<file path="config.mk">
export PLATFORM = sky130hd
export DESIGN_NAME = sliding_window_receiver_core
export DESIGN_NICKNAME = d
export VERILOG_FILES = /design/src/swr_pkg.sv /design/src/sliding_window_receiver_core.sv /design/src/swr_datapath.sv /design/src/swr_ctrl.sv
export SDC_FILE = /design/constraint.sdc
export NUM_CORES = 1
export LEC_CHECK = 0
export BUFFER_PORTS_ARGS = -buffer_cell sky130_fd_sc_hd__buf_4
export CAP_MARGIN = 20
export CORE_MARGIN = 4
export CORE_UTILIZATION = 50
export DETAILED_ROUTE_END_ITERATION = 7
export PLACE_DENSITY = 0.67
export SYNTH_ARGS = -nofsm -noshare
export SYNTH_HDL_FRONTEND = slang
export SYNTH_SLANG_ARGS = --single-unit
</file>
<file path="constraint.sdc">
create_clock -name i_clk -period 14.4 [get_ports i_clk]
set_clock_uncertainty 0.2 [all_clocks]
set_input_delay 2.88 -clock i_clk [delete_from_list [all_inputs] [get_ports i_clk]]
set_output_delay 2.88 -clock i_clk [all_outputs]
set_load 0.03 [all_outputs]
</file>
<file path="src/swr_pkg.sv">
// shared types and constants for the sliding window receiver
package swr_pkg;

    localparam int SWR_WINDOW_SLOTS = 10;

    localparam logic [1:0] MODE_DATA     = 2'd0;
    localparam logic [1:0] MODE_WIN_DONE = 2'd1;
    localparam logic [1:0] MODE_END      = 2'd2;

    localparam logic [2:0] KIND_ACK     = 3'd0;
    localparam logic [2:0] KIND_NACK    = 3'd1;
    localparam logic [2:0] KIND_WIN_ACK = 3'd2;
    localparam logic [2:0] KIND_END_ACK = 3'd3;
    localparam logic [2:0] KIND_DELIVER = 3'd4;

    localparam logic [31:0] CODE_WIN_DONE = 32'hFFFF_FFF6;
    localparam logic [31:0] CODE_END      = 32'hFFFF_FF9D;

    typedef struct packed {
        logic       load_in;
        logic       emit;
        logic [2:0] out_kind;
        logic       out_last;
        logic       store_slot;
        logic       adv_expected;
        logic       clr_slot;
        logic       idx_clr;
        logic       idx_inc;
    } t_dp_cmd;

    typedef struct packed {
        logic [1:0] mode;
        logic       in_window;
        logic       is_expected;
        logic       any_valid;
        logic       cur_valid;
        logic       more_above;
    } t_dp_status;

endpackage

</file>
<file path="src/sliding_window_receiver_core.sv">
// top level of the sliding window receiver
// Input channel (s_axis): one transaction per packet header. tuser holds the
// mode (data, window-done, end); tdata holds seq_num, pkt_size and
// payload_handle. Output channel (m_axis): one transaction per result; tuser
// holds the result kind, tdata the sequence, size and handle, tlast marks the
// final result of an input item.
// An input transaction is taken only when the previous item has issued all of
// its results into the output register. The input is captured in a register,
// then evaluated, and its first result is written into the output register
// once that is free. An in-order data packet gives an ack, an out-of-order
// one an ack then a nack, one outside the window no result. A marker gives its
// ack; if any slot is occupied, a flush then walks the slots up to the last
// occupied one, reading one slot per cycle but waiting at an occupied slot while the output register is full.
// Reset clears the expected sequence, all slot valid bits and the finished
// flag; no clearing pass is needed. After an end marker every input is taken
// and dropped until reset.
// When the receiver stalls, the pending result holds in the output register
// and the controller waits before writing the next one.
module sliding_window_receiver_core #(
    parameter int WINDOW_SLOTS = swr_pkg::SWR_WINDOW_SLOTS
) (
    input  logic        i_clk,
    input  logic        i_rst_n,
    input  logic        i_s_axis_tvalid,
    output logic        o_s_axis_tready,
    input  logic [55:0] i_s_axis_tdata,  // seq_num[31:0], pkt_size[41:32], payload_handle[49:42]
    input  logic [1:0]  i_s_axis_tuser,  // mode[1:0]
    output logic        o_m_axis_tvalid,
    input  logic        i_m_axis_tready,
    output logic [55:0] o_m_axis_tdata,  // out_seq[31:0], out_size[41:32], out_handle[49:42]
    output logic [2:0]  o_m_axis_tuser,  // kind[2:0]
    output logic        o_m_axis_tlast
);

    swr_pkg::t_dp_cmd    w_cmd;
    swr_pkg::t_dp_status w_status;
    logic [31:0] w_out_seq;
    logic [9:0]  w_out_size;
    logic [7:0]  w_out_handle;

    swr_ctrl u_ctrl (
        .i_clk       (i_clk),
        .i_rst_n     (i_rst_n),
        .i_in_valid  (i_s_axis_tvalid),
        .o_in_ready  (o_s_axis_tready),
        .o_out_valid (o_m_axis_tvalid),
        .i_out_ready (i_m_axis_tready),
        .i_status    (w_status),
        .o_cmd       (w_cmd)
    );

    swr_datapath #(
        .WINDOW_SLOTS (WINDOW_SLOTS)
    ) u_datapath (
        .i_clk            (i_clk),
        .i_rst_n          (i_rst_n),
        .i_cmd            (w_cmd),
        .o_status         (w_status),
        .i_mode           (i_s_axis_tuser),
        .i_seq_num        (i_s_axis_tdata[31:0]),
        .i_pkt_size       (i_s_axis_tdata[41:32]),
        .i_payload_handle (i_s_axis_tdata[49:42]),
        .o_kind           (o_m_axis_tuser),
        .o_out_seq        (w_out_seq),
        .o_out_size       (w_out_size),
        .o_out_handle     (w_out_handle),
        .o_last           (o_m_axis_tlast)
    );

    assign o_m_axis_tdata = {6'd0, w_out_handle, w_out_size, w_out_seq};

endmodule

</file>
<file path="src/swr_datapath.sv">
// datapath: input capture, expected sequence, slot store and output register
module swr_datapath #(
    parameter int WINDOW_SLOTS = swr_pkg::SWR_WINDOW_SLOTS
) (
    input  logic                i_clk,
    input  logic                i_rst_n,
    input  swr_pkg::t_dp_cmd    i_cmd,
    output swr_pkg::t_dp_status o_status,
    input  logic [1:0]          i_mode,
    input  logic [31:0]         i_seq_num,
    input  logic [9:0]          i_pkt_size,
    input  logic [7:0]          i_payload_handle,
    output logic [2:0]          o_kind,
    output logic [31:0]         o_out_seq,
    output logic [9:0]          o_out_size,
    output logic [7:0]          o_out_handle,
    output logic                o_last
);

    localparam int IW = $clog2(WINDOW_SLOTS);
    localparam int DW = $clog2(WINDOW_SLOTS + 1);
    localparam int SW = $clog2(2 * WINDOW_SLOTS);

    logic [1:0]  r_mode;
    logic [31:0] r_seq;
    logic [9:0]  r_size;
    logic [7:0]  r_handle;

    logic [31:0] r_expected;
    logic [IW-1:0] r_exp_slot;
    logic [IW-1:0] r_idx;

    logic [WINDOW_SLOTS-1:0] r_slot_valid;
    logic [31:0] r_slot_seq    [WINDOW_SLOTS];
    logic [9:0]  r_slot_size   [WINDOW_SLOTS];
    logic [7:0]  r_slot_handle [WINDOW_SLOTS];

    logic [2:0]  r_out_kind;
    logic [31:0] r_out_seq;
    logic [9:0]  r_out_size;
    logic [7:0]  r_out_handle;
    logic        r_out_last;

    logic [31:0] w_diff;
    logic [SW-1:0] w_sum;
    logic [IW-1:0] w_slot;
    logic [WINDOW_SLOTS-1:0] w_upper_mask;

    // slot index from the running expected residue, no divider needed
    assign w_diff = r_seq - r_expected;
    assign w_sum  = SW'(r_exp_slot) + SW'(w_diff[DW-1:0]);
    assign w_slot = (w_sum >= SW'(WINDOW_SLOTS)) ? IW'(w_sum - SW'(WINDOW_SLOTS)) : IW'(w_sum);

    assign w_upper_mask = ~((WINDOW_SLOTS'(2) << r_idx) - WINDOW_SLOTS'(1));

    always_comb begin
        o_status.mode        = r_mode;
        o_status.in_window   = (r_seq >= r_expected) && (w_diff <= 32'(WINDOW_SLOTS));
        o_status.is_expected = (r_seq == r_expected);
        o_status.any_valid   = |r_slot_valid;
        o_status.cur_valid   = r_slot_valid[r_idx];
        o_status.more_above  = |(r_slot_valid & w_upper_mask);
    end

    always_ff @(posedge i_clk) begin
        if (!i_rst_n) begin
            r_expected   <= '0;
            r_exp_slot   <= '0;
            r_idx        <= '0;
            r_slot_valid <= '0;
        end else begin
            if (i_cmd.adv_expected) begin
                r_expected <= r_expected + 32'd1;
                if (r_expected == '1 || r_exp_slot == IW'(WINDOW_SLOTS - 1)) begin
                    r_exp_slot <= '0;
                end else begin
                    r_exp_slot <= r_exp_slot + IW'(1);
                end
            end
            if (i_cmd.idx_clr) begin
                r_idx <= '0;
            end else if (i_cmd.idx_inc) begin
                r_idx <= r_idx + IW'(1);
            end
            if (i_cmd.store_slot && !r_slot_valid[w_slot]) begin
                r_slot_valid[w_slot] <= 1'b1;
            end
            if (i_cmd.clr_slot) begin
                r_slot_valid[r_idx] <= 1'b0;
            end
        end
    end

    always_ff @(posedge i_clk) begin
        if (i_cmd.load_in) begin
            r_mode   <= i_mode;
            r_seq    <= i_seq_num;
            r_size   <= i_pkt_size;
            r_handle <= i_payload_handle;
        end
        if (i_cmd.store_slot && !r_slot_valid[w_slot]) begin
            r_slot_seq[w_slot]    <= r_seq;
            r_slot_size[w_slot]   <= r_size;
            r_slot_handle[w_slot] <= r_handle;
        end
        if (i_cmd.emit) begin
            r_out_kind <= i_cmd.out_kind;
            r_out_last <= i_cmd.out_last;
            case (i_cmd.out_kind)
                swr_pkg::KIND_ACK: begin
                    r_out_seq    <= r_seq;
                    r_out_size   <= r_size;
                    r_out_handle <= '0;
                end
                swr_pkg::KIND_NACK: begin
                    r_out_seq    <= r_expected;
                    r_out_size   <= '0;
                    r_out_handle <= '0;
                end
                swr_pkg::KIND_WIN_ACK: begin
                    r_out_seq    <= swr_pkg::CODE_WIN_DONE;
                    r_out_size   <= '0;
                    r_out_handle <= '0;
                end
                swr_pkg::KIND_END_ACK: begin
                    r_out_seq    <= swr_pkg::CODE_END;
                    r_out_size   <= '0;
                    r_out_handle <= '0;
                end
                default: begin
                    r_out_seq    <= r_slot_seq[r_idx];
                    r_out_size   <= r_slot_size[r_idx];
                    r_out_handle <= r_slot_handle[r_idx];
                end
            endcase
        end
    end

    assign o_kind       = r_out_kind;
    assign o_out_seq    = r_out_seq;
    assign o_out_size   = r_out_size;
    assign o_out_handle = r_out_handle;
    assign o_last       = r_out_last;

endmodule

</file>
<file path="src/swr_ctrl.sv">
// controller state machine: sequences acks, nacks and window flushes
module swr_ctrl (
    input  logic                i_clk,
    input  logic                i_rst_n,
    input  logic                i_in_valid,
    output logic                o_in_ready,
    output logic                o_out_valid,
    input  logic                i_out_ready,
    input  swr_pkg::t_dp_status i_status,
    output swr_pkg::t_dp_cmd    o_cmd
);

    typedef enum logic [1:0] {
        S_IDLE,
        S_EVAL,
        S_NACK,
        S_SCAN
    } t_state;

    t_state r_state;
    t_state n_state;
    logic   r_finished;
    logic   n_finished;
    logic   r_out_valid;
    logic   n_out_valid;
    logic   w_out_free;

    assign w_out_free = !r_out_valid || i_out_ready;

    always_comb begin
        o_cmd      = '0;
        n_state    = r_state;
        n_finished = r_finished;
        case (r_state)
            S_IDLE: begin
                if (i_in_valid) begin
                    o_cmd.load_in = 1'b1;
                    n_state       = S_EVAL;
                end
            end
            S_EVAL: begin
                if (r_finished) begin
                    n_state = S_IDLE;
                end else if (i_status.mode == swr_pkg::MODE_DATA) begin
                    if (!i_status.in_window) begin
                        n_state = S_IDLE;
                    end else if (w_out_free) begin
                        o_cmd.emit         = 1'b1;
                        o_cmd.out_kind     = swr_pkg::KIND_ACK;
                        o_cmd.out_last     = i_status.is_expected;
                        o_cmd.store_slot   = 1'b1;
                        o_cmd.adv_expected = i_status.is_expected;
                        n_state = i_status.is_expected ? S_IDLE : S_NACK;
                    end
                end else if (i_status.mode inside {swr_pkg::MODE_WIN_DONE, swr_pkg::MODE_END})
                begin
                    if (w_out_free) begin
                        o_cmd.emit     = 1'b1;
                        o_cmd.out_kind = (i_status.mode == swr_pkg::MODE_END) ?
                                         swr_pkg::KIND_END_ACK : swr_pkg::KIND_WIN_ACK;
                        o_cmd.out_last = !i_status.any_valid;
                        o_cmd.idx_clr  = 1'b1;
                        n_finished     = (i_status.mode == swr_pkg::MODE_END);
                        n_state        = i_status.any_valid ? S_SCAN : S_IDLE;
                    end
                end else begin
                    n_state = S_IDLE;
                end
            end
            S_NACK: begin
                if (w_out_free) begin
                    o_cmd.emit     = 1'b1;
                    o_cmd.out_kind = swr_pkg::KIND_NACK;
                    o_cmd.out_last = 1'b1;
                    n_state        = S_IDLE;
                end
            end
            S_SCAN: begin
                if (!i_status.cur_valid) begin
                    o_cmd.idx_inc = 1'b1;
                end else if (w_out_free) begin
                    o_cmd.emit     = 1'b1;
                    o_cmd.out_kind = swr_pkg::KIND_DELIVER;
                    o_cmd.out_last = !i_status.more_above;
                    o_cmd.clr_slot = 1'b1;
                    o_cmd.idx_inc  = i_status.more_above;
                    if (!i_status.more_above) begin
                        n_state = S_IDLE;
                    end
                end
            end
            default: begin
                n_state = S_IDLE;
            end
        endcase
        n_out_valid = o_cmd.emit ? 1'b1 : (i_out_ready ? 1'b0 : r_out_valid);
    end

    always_ff @(posedge i_clk) begin
        if (!i_rst_n) begin
            r_state     <= S_IDLE;
            r_finished  <= 1'b0;
            r_out_valid <= 1'b0;
        end else begin
            r_state     <= n_state;
            r_finished  <= n_finished;
            r_out_valid <= n_out_valid;
        end
    end

    assign o_in_ready  = (r_state == S_IDLE);
    assign o_out_valid = r_out_valid;

    a_emit_needs_room: assert property (@(posedge i_clk) disable iff (!i_rst_n)
        o_cmd.emit |-> w_out_free)
        else $error("result written over a pending transaction");

    a_no_result_after_end: assert property (@(posedge i_clk) disable iff (!i_rst_n)
        (r_state == S_EVAL) && r_finished |-> !o_cmd.emit)
        else $error("result produced after end of transfer");

    a_scan_has_work: assert property (@(posedge i_clk) disable iff (!i_rst_n)
        (r_state == S_SCAN) |-> i_status.any_valid)
        else $error("flush running with no occupied slot");

    a_last_ends_item: assert property (@(posedge i_clk) disable iff (!i_rst_n)
        o_cmd.emit && o_cmd.out_last |=> (r_state == S_IDLE))
        else $error("item still busy after its last result");

endmodule

</file>
==> summary.md, run 1 <==
| Metric | Value |
|---|---|
| Die Y-Extent | `249 um` |
| Multi-input logic area | `8930 um2` |
| Async SR Flop Fraction | `0%` |
| DR top layer | `met4` |
| Routed length per placed instance | `24.4 um` |
| Buffers on Ports | `111` |
| Area post-placement | `30500 um2` |
| Final worst path period need | `6260 ps` |
| Hold-fix buffers, CTS | `0` |
| Crit path launch type | `flip-flop` |
| Simple-gate portion of the synthesized area | `7.98%` |
| Sequential fraction of design power | `50.4%` |
| Outcome | `completed` |
| Post-synth EDFFs | `606` |
| Initial antenna violation count | `0` |
| R2r setup slk | `8140 ps` |
| First-pass GRT wire length | `105000 um` |
| CP endpoint kind | `flip-flop` |
| Worst Path Arrival | `6310 ps` |
| Relative slew slack | `26.8%` |
| CTS buffer count | `71` |
| Final worst-path cycle share | `43.5%` |
| RSZ-0062 raised after global routing | `false` |
| Drc violations | `0` |
| Worst Hold Class | `reg -> reg` |
| Worst Min Path Start | `u_ctrl.r_finished` |
| Leading area contributor after synthesis | `edfxtp_1` |
| Top post-synthesis cells by count | `606 x edfxtp_1, 134 x a21oi_1, 107 x nor2_1, 102 x mux4_2, 84 x nand2_1` |
| Largest family of logic cells by synthesized area | `multiplexers` |
| Worst Max-Slew Pin Slew | `1100 ps` |
| Comb power frac | `9.9%` |
| Crit Reg-Reg Startpoint | `u_datapath.r_seq[0]` |
| Share of post-route cells with drive strength above 1 | `19.1%` |
| Sw Ratio | `24.4%` |
| Metal-1 WL | `30100 um` |
| Number of buffers on the longest clock path | `3` |
| Most used DFF post-synth | `edfxtp_1` |
| CP Cell Sequence | `inv_1, ha_1, fa_1, xnor2_1, ha_1, xor2_1, ha_1, a21boi_0, o21ai_0, a211oi_1, xnor2_1, buf_4, o221ai_1, a21o_1, and3_1, and4_2, buf_4` |
| Global route total overflow | `0` |
| Post-CTS Resized | `0` |
| Number of synthesized register bits | `664` |
| Adder-cell area share of the yosys netlist | `2.25%` |
| # IOs | `124` |
| FILL cells | `4390` |
| Routed wl met2 | `33400 um` |
| Max Cap Viol | `0` |
| CTS tree | `done` |
| Final WL | `69400 um` |
| CP dominant cell by count | `ha_1` |
| P&R area growth vs syn | `13.4%` |
| Mapped Area | `29000 um2` |
| Final Hold Fails | `0` |
| Post-CTS Setup Inserts | `0` |
| Root buf cell | `clkbuf_16` |
| Starting Density | `50.9%` |
| Core Region | `56900 um2` |
| Vias in the first global route | `17477` |
| Clk pwr share | `39.6%` |
| Mux cell area share after synthesis | `10.1%` |
| Clock sink count | `664` |
| Most common cell in the netlist | `edfxtp_1` |
| Power per cell area | `136 nW/um2` |
| Endpoints failing setup | `0` |
| Worst-skew pair later-pin latency | `620 ps` |
| Max FO, Critical Path | `29` |
| # diodes | `0` |
| DP Wirelength | `41100 um` |
| Placer Congestion | `0.921` |
| Initial DRC Count | `1449` |
| Setup CP Type | `reg -> reg` |
| Synth Warn # | `0` |
| Leak | `0.0107 uW` |
| Post-DRT Antenna Nets | `0` |
| Final #Nets | `2140` |
| Sw power | `1090 uW` |
| DRT Pass-1 Iters | `5` |
| Peak supply drop | `0.0850 mV` |
| FF+latch area | `19400 um2` |
| Clk slew on worst S/H paths | `60 ps` |
| Fin Hold WS | `307 ps` |
| Worst Path Required | `14450 ps` |
| DR vias | `17410` |
| Die width | `249 um` |
| Met3 wire len | `4450 um` |
| Fmax | `0.160 GHz` |
| H-tree levels | `3` |
| Cell variety after synth | `83` |
| Hold Path Depth | `2` |
| Compound-Gate Fraction of Synth Area | `9.09%` |
| WHS Endpoint | `u_ctrl.r_finished` |
| Final slew viol count | `0` |
| Register area share after synthesis | `66.8%` |
| Die area | `61900 um2` |
| Cell depth of the worst flop-to-flop path | `17` |
| Fin area | `32900 um2` |
| Core Rows | `87` |
| Gr usage total | `21.9%` |
| FF-to-FF End | `u_datapath.r_slot_seq[5][25]` |
| Slowest cell delay on critical path | `790 ps` |
| Synth top area share | `62.8%` |
| Cell Int Power | `3370 uW` |
| CP max stage cell | `and4_2` |
| XOR/XNOR share of the synthesized area | `1.08%` |
| Syn avg cell area | `15.1 um2` |
| Sum Neg Setup Slack | `0 ps` |
| Top cells by area, synth | `edfxtp_1 63%, mux4_2 7.9%, dfxtp_1 4.0%` |
| Vias per cell | `6.13` |
| Largest net degree at the start of global routing | `85` |
| Final core occ | `57.7%` |
| Mapped Cells | `1926` |
-- through the flow --
stage               setup slack [ps]  std cells  total power (uW)
detailed placement              8200       2707              2730
finish                          8140       2840              4460
global route                    7660       2840              4610
floorplan                       7270       1931              2560
CTS                             8160       2837              4490
global placement                8270       2707              2720
-- area by class of cell --
cell class	count	share of cell area, %
multi-input cells	1081	27.2
inverters	65	0.742
well taps	756	2.88
repair buffers	144	3.37
clock buffers	99	6.04
clock inverters	31	0.857
flip-flops and latches	664	58.9
-- flip-flops by register name, indices dropped and copies added (netlist names), 32 cells and up, named ones only --
signal	cells
u_datapath.r_seq	32
u_datapath.r_slot_size	100
u_datapath.r_slot_handle	80
u_datapath.o_out_seq	32
u_datapath.r_slot_seq	320
u_datapath.r_expected	32
-- placed cells by master (no fill, tap or decap), drive strengths merged, types with 5 or more instances in the layout --
| cell | count |
|---|---|
| edfxtp | 606 |
| a311oi | 9 |
| nand4 | 31 |
| and4 | 7 |
| a211oi | 57 |
| nor3 | 25 |
| nand2b | 9 |
| inv | 72 |
| ha | 49 |
| nor2b | 52 |
| buf | 143 |
| nand3 | 34 |
| nor3b | 7 |
| clkinv | 19 |
| a22o | 10 |
| mux2 | 5 |
| xnor2 | 31 |
| mux4 | 102 |
| o22ai | 29 |
| conb | 6 |
| nor4b | 7 |
| o21a | 15 |
| nor4 | 22 |
| clkbuf | 99 |
| dfxtp | 58 |
| nand2 | 84 |
| o221ai | 5 |
| and2 | 9 |
| mux2i | 58 |
| a31o | 7 |
| and3 | 17 |
| a31oi | 6 |
| a21o | 19 |
| o21ai | 45 |
| o211ai | 6 |
| a2111oi | 5 |
| nor2 | 107 |
| o211a | 9 |
| or3 | 7 |
| a21oi | 139 |
-- per-layer routing --
layer  vias up  track usage, %
li1       7786               -
met1      8936            30.9
met2       598            35.7
met3        90            3.88
met4         0            6.25
met5         -               0
-- logic make-up after synthesis --
kind of cell / count (synthesis)
simple gates: 431
compound gates: 393
mux: 165
other cells: 1
xor+xnor: 35
flops: 664
buf+inv: 186
fa+ha+maj: 51
-- critical path: cells and delay by family, from the launching register on --
family                   cells  cell delay [ps]
XOR/XNOR                     3              630
flip-flops                   1              560
adder cells (fa/ha/maj)      4             1240
buffers and inverters        3              950
AO/OA/AOI/OAI                5             1290
AND/OR/NAND/NOR              2              960
-- worst max-delay path by stage --
stage                        startpoint                        endpoint  slack [ps]  cells after the start
floorplan           u_datapath.r_seq[0]  u_datapath.r_slot_handle[6][0]        7270                     15
global placement    u_datapath.r_seq[8]    u_datapath.r_slot_seq[5][26]        8270                     11
detailed placement  u_datapath.r_seq[0]    u_datapath.r_slot_seq[5][24]        8200                     13
CTS                 u_datapath.r_seq[0]    u_datapath.r_slot_seq[5][24]        8160                     16
global route        u_datapath.r_seq[0]    u_datapath.r_slot_seq[5][24]        7660                     16
finish              u_datapath.r_seq[0]    u_datapath.r_slot_seq[5][25]        8140                     17
-- power by group through the flow --
stage          combinational (uW)  clock, uW  sequential [uW]
5_1_grt                       477       1880             2260
4_1_cts                       439       1800             2250
2_1_floorplan                 254          0             2310
3_5_place_dp                  437          0             2290
6_report                      444       1770             2250
3_3_place_gp                  434          0             2290
Note: power is estimated with default switching activity, not from simulation.
==> run 2, diff against run 1 <==
- ABC_AREA: unset -> 1
- PLACE_DENSITY: 0.67 -> 0.69
- clock period: 14.4 -> 5.61 ns (I/O delays scaled with it)
==> summary.md, run 2 <==
| Metric | Value |
|---|---|
| Worst Path Required | `5690 ps` |
| Share of post-route cells with drive strength above 1 | `11.9%` |
| Commonest non-fill, non-tap cell in the layout | `edfxtp_1` |
| H-tree levels | `3` |
| Setup CP Type | `reg -> reg` |
| Worst-skew pair later-pin latency | `620 ps` |
| Sw power | `3310 uW` |
| Final slew viol count | `0` |
| First-pass GRT wire length | `126000 um` |
| Register area share after synthesis | `64.9%` |
| Worst Path Arrival | `5280 ps` |
| Syn avg cell area | `10.5 um2` |
| Fin Hold WS | `300 ps` |
| DR vias | `21809` |
| Core Rows | `89` |
| Power per cell area | `362 nW/um2` |
| Relative slew slack | `31.5%` |
| CTS tree | `done` |
| Hold Path Depth | `2` |
| Max FO, Critical Path | `17` |
| Leading area contributor after synthesis | `edfxtp_1` |
| Async SR Flop Fraction | `0%` |
| Initial antenna violation count | `1` |
| Most frequent cells in the layout | `606 x edfxtp_1, 468 x nor2_1, 439 x nand2_1` |
| Endpoints failing setup | `0` |
| Mapped Area | `29800 um2` |
| Final #Nets | `3051` |
| Clk pwr share | `38.6%` |
| Largest registers | `u_datapath.r_slot_seq (320), u_datapath.r_slot_size (100), u_datapath.r_slot_handle (80)` |
| Final Hold Fails | `0` |
| Die Y-Extent | `252 um` |
| Cell variety after synth | `52` |
| P&R area growth vs syn | `14.4%` |
| Gr usage total | `25.7%` |
| Largest register FFs | `320` |
| Fin cells | `3762` |
| Die width | `252 um` |
| CP endpoint kind | `flip-flop` |
| Vias per cell | `5.80` |
| Peak supply drop | `0.256 mV` |
| Post-DRT Antenna Nets | `0` |
| Sw Ratio | `26.8%` |
| Worst Hold Class | `reg -> reg` |
| Final WL | `83500 um` |
| Post-synth EDFFs | `606` |
| Root buf cell | `clkbuf_16` |
| Synth Warn # | `0` |
| Fmax | `0.192 GHz` |
| # IOs | `124` |
| Cell Int Power | `9020 uW` |
| Top reg by flops | `u_datapath.r_slot_seq` |
| Drc violations | `0` |
| Core Region | `59000 um2` |
| Sequential fraction of design power | `47.7%` |
| Buffers on Ports | `111` |
| Largest net degree at the start of global routing | `211` |
| Synth top area share | `61.0%` |
| Outcome | `completed` |
| DRT Pass-1 Iters | `6` |
| Clk slew on worst S/H paths | `60 ps` |
| Mapped Cells | `2830` |
| Die area | `63600 um2` |
| Top post-synthesis cells by count | `606 x edfxtp_1, 476 x nor2_1, 439 x nand2_1, 299 x o21ai_0, 248 x inv_1` |
| Comb power frac | `13.7%` |
| # diodes | `0` |
| Max Cap Viol | `0` |
| Vias in the first global route | `21276` |
| Crit path launch type | `flip-flop` |
| Global route total overflow | `0` |
| Cell depth of the worst flop-to-flop path | `26` |
| Worst Max-Slew Pin Slew | `1030 ps` |
| Starting Density | `50.5%` |
| Top cells by area, synth | `edfxtp_1 61%, nor2_1 6.0%, nand2_1 5.5%` |
| Most used DFF post-synth | `edfxtp_1` |
| Final core occ | `57.8%` |
| DP Wirelength | `52700 um` |
| Number of synthesized register bits | `664` |
| Routed length per placed instance | `22.2 um` |
| Hold-fix buffers, CTS | `0` |
| Clock sink count | `664` |
| Most common cell in the netlist | `edfxtp_1` |
| Final worst-path cycle share | `92.8%` |
| Final worst path period need | `5210 ps` |
| CTS buffer count | `70` |
| Leak | `0.0124 uW` |
| Placed cell count | `3635` |
| Placer Congestion | `0.962` |
| Number of buffers on the longest clock path | `3` |
| Initial DRC Count | `2221` |
[run 2: cell count changes in the layout (fill, tap and decap cells not counted), sizes merged, moves of 70 or more]
cell | previous run | this run
a21oi | 139 | 62
nor2 | 107 | 496
nand2 | 84 | 446
inv | 72 | 269
o21ai | 45 | 305
mux4 | 102 | 0
o221ai | 5 | 75
nand3 | 34 | 154
[run 2: timing repair]
item                                    in CTS  in global routing
buffers inserted                             0                  3
resized for setup                            0                  1
endpoints found under the setup margin       0                122
hold endpoints to repair                     0                  0
[run 2: layout make-up]
| class | count | area (um2) |
|---|---|---|
| fillers | 4860 | 24900 |
| flip-flops and latches | 664 | 19400 |
| multi-input cells | 1779 | 9040 |
| clock buffers | 85 | 1870 |
| repair buffers | 154 | 1360 |
| inverters | 269 | 1010 |
| well taps | 773 | 967 |
| clock inverters | 38 | 494 |
[run 2: power by group through the flow]
stage | registers (uW) | logic [uW] | clock network (uW)
after floorplan | 6050 | 925 | 0
after global placement | 5980 | 1640 | 0
after detailed placement | 5980 | 1660 | 0
after CTS | 5880 | 1670 | 4820
after global routing | 5900 | 1840 | 5010
final | 5890 | 1690 | 4760
[run 2: critical path, stage by stage, from the launching register on]
cell      delay [ps]
edfxtp_1         510
inv_1             90
ha_1             220
fa_1             390
inv_1             70
nand2_1           80
nand2_1           80
inv_1             40
ha_1             320
inv_2             40
or2_1            220
nand2_1          130
ha_1             180
inv_1             60
a31oi_1          230
o21ai_4          110
o21ai_0           90
o21ai_1          160
nand2_2          250
inv_2             60
nand2_1           90
inv_2             40
nor2_2           160
nor3b_2          270
nand2_1          230
nor2_4           170
buf_4            350
[run 2: kinds of logic (layout without fill, tap and decap cells)]
group           after synthesis  after routing  synth area share, %
flops                       664            664                 64.9
buf+inv                     392            546                 5.10
other cells                   1              6               0.0126
xor+xnor                      7              7                0.206
simple gates               1176           1176                 16.5
fa+ha+maj                    51             51                 2.19
compound gates              539            539                 11.1
[run 2: metal layers]
metal | vias up | track usage (%) | share of wire [%]
met2 | 889 | 41.5 | 47
met5 | - | 0 | 0.018
met1 | 10616 | 36.3 | 43
met4 | 2 | 8.04 | 2.7
met3 | 127 | 4.06 | 7.5
li1 | 10175 | - | -
[run 2: path summary, 6_finish.rpt]
path,from,to,slack (ps)
max reg2reg,u_datapath.r_seq[0],u_datapath.r_slot_size[9][1],400
min,u_datapath.r_slot_valid[7],u_datapath.r_slot_valid[7],300
max,u_datapath.r_seq[0],u_datapath.r_slot_size[9][1],400
min reg2reg,u_datapath.r_slot_valid[7],u_datapath.r_slot_valid[7],300
[run 2: metrics by stage]
step                cell area [um2]  worst slack (ps)  total power, uW  TNS [ps]
floorplan                     29900              -638             6980   -127380
global placement              31700               421             7620         0
detailed placement            31700               406             7650         0
CTS                           34100               351            12400         0
global route                  34100             -17.2            12800      -299
finish                        34100               403            12300         0
==> run 3, diff against run 2 <==
- CORE_MARGIN: 4 -> 1
- CORE_UTILIZATION: 50 -> 45
- PLACE_DENSITY: 0.69 -> unset
- SKIP_CTS_REPAIR_TIMING: unset -> 1
==> summary.md, run 3 (synthesis results as in run 2) <==
| Metric | Value |
|---|---|
| Die Y-Extent | `259 um` |
| Core Rows | `94` |
| Worst-skew pair later-pin latency | `630 ps` |
| Clk slew on worst S/H paths | `60 ps` |
| CP Cell Sequence | `ha_1, fa_1, fa_1, or2_1, nand2_1, ha_1, inv_1, a31oi_1, o21ai_4, o21ai_1, inv_1, nand3_1, nand2_1, nor2_2, nor3b_2, nand2_1, nor2_4, buf_12` |
| Die area | `67300 um2` |
| Slowest cell delay on critical path | `490 ps` |
| CTS tree | `done` |
| Final Total Pwr | `12500 uW` |
| Fin cells | `3872` |
| CTS buffer count | `72` |
| Largest registers | `u_datapath.r_slot_seq (320), u_datapath.r_slot_size (100), u_datapath.r_slot_handle (80)` |
| Share of post-route cells with drive strength above 1 | `12.3%` |
| Core Region | `65600 um2` |
| Endpoints failing setup | `0` |
| Final worst path period need | `4960 ps` |
| Buffers on Ports | `111` |
| Clock sink count | `664` |
| FILL cells | `5774` |
| Fin Hold WS | `300 ps` |
| Metal-1 WL | `39900 um` |
| Outcome | `completed` |
| Final worst-path cycle share | `88.5%` |
| CP top delay family | `simple AND/OR/NAND/NOR gates` |
| Global route total overflow | `0` |
| Vias per cell | `5.61` |
| Initial DRC Count | `1897` |
| RSZ-0062 raised after global routing | `false` |
| Starting Density | `45.4%` |
| Leak | `0.0125 uW` |
| Number of buffers on the longest clock path | `3` |
| CP dominant cell by count | `nand2_1` |
| Routed length per placed instance | `22.3 um` |
| Root buf cell | `clkbuf_16` |
| Worst Path Required | `5660 ps` |
| Max Cap Viol | `0` |
| Largest register FFs | `320` |
| Final #Nets | `3060` |
| Final WL | `86500 um` |
| H-tree levels | `3` |
| Relative slew slack | `27.7%` |
| Placer Congestion | `0.898` |
| Most frequent cells in the layout | `606 x edfxtp_1, 468 x nor2_1, 439 x nand2_1` |
| Dpl ws | `653 ps` |
| Initial antenna violation count | `1` |
| Final slew viol count | `0` |
| Post-DRT Antenna Nets | `0` |
| DRT Pass-1 Iters | `6` |
| Final Hold Fails | `0` |
| Worst Hold Class | `reg -> reg` |
| Commonest non-fill, non-tap cell in the layout | `edfxtp_1` |
| Die width | `259 um` |
| Worst Path Arrival | `5010 ps` |
| Max FO, Critical Path | `43` |
| Fmax | `0.202 GHz` |
| DR top layer | `met5` |
| Power per cell area | `364 nW/um2` |
| Placed cell count | `3737` |
| DP Wirelength | `56100 um` |
| First-pass GRT wire length | `130000 um` |
| Min setup slack post-route | `648 ps` |
| Setup CP Type | `reg -> reg` |
| P&R area growth vs syn | `15.4%` |
| CP endpoint kind | `flip-flop` |
| Met3 wire len | `5670 um` |
| # IOs | `124` |
| Top reg by flops | `u_datapath.r_slot_seq` |
| DR vias | `21712` |
| Vias in the first global route | `21010` |
| Crit path launch type | `flip-flop` |
| CP max stage cell | `fa_1` |
| Routed wl met2 | `39000 um` |
| Peak supply drop | `0.297 mV` |
| Buf/Inv on CP | `3` |
| Gr usage total | `25.9%` |
| Largest net degree at the start of global routing | `196` |
| Drc violations | `0` |
| Worst Max-Slew Pin Slew | `1080 ps` |
## run 3: stage by stage
stage / util, % / cell area (um2) / TNS [ps]
floorplan: - / 29900 / -127380
global placement: 48.6 / 31900 / 0
detailed placement: 48.6 / 31900 / 0
CTS: 52.4 / 34400 / 0
global route: 52.4 / 34400 / 0
finish: 52.4 / 34400 / 0
## run 3: layer usage
layer,GRT usage [%],vias to the layer above
met4,7.48,2
met3,3.80,116
met1,38.0,10648
met5,0,-
met2,39.7,762
li1,-,10184
## run 3: path summary, 6_finish.rpt
| path | start | endpoint | slack, ps | cells after the start |
|---|---|---|---|---|
| worst max-delay path | u_datapath.r_expected[0] | u_datapath.r_slot_seq[9][16] | 650 | 18 |
| worst max register to register | u_datapath.r_expected[0] | u_datapath.r_slot_seq[9][16] | 650 | 18 |
| worst min-delay path | u_ctrl.r_finished | u_ctrl.r_finished | 300 | 1 |
| worst min register to register | u_ctrl.r_finished | u_ctrl.r_finished | 300 | 1 |
## run 3: cell type report
class | instances | area (um2) | area share, %
antenna | 1 | 2.50 | 0.00727
sequential | 664 | 19400 | 56.3
tap | 864 | 1080 | 3.14
clock inverter | 45 | 576 | 1.67
clock buffer | 89 | 1920 | 5.57
timing repair buffer | 161 | 1410 | 4.09
inverter | 269 | 1020 | 2.95
multi-input combinational | 1779 | 9040 | 26.3
## run 3: power by group
group,total [uW],internal [uW],switching (uW)
Sequential,5880,5680,208
Clock,4930,2930,2000
Combinational,1710,533,1170
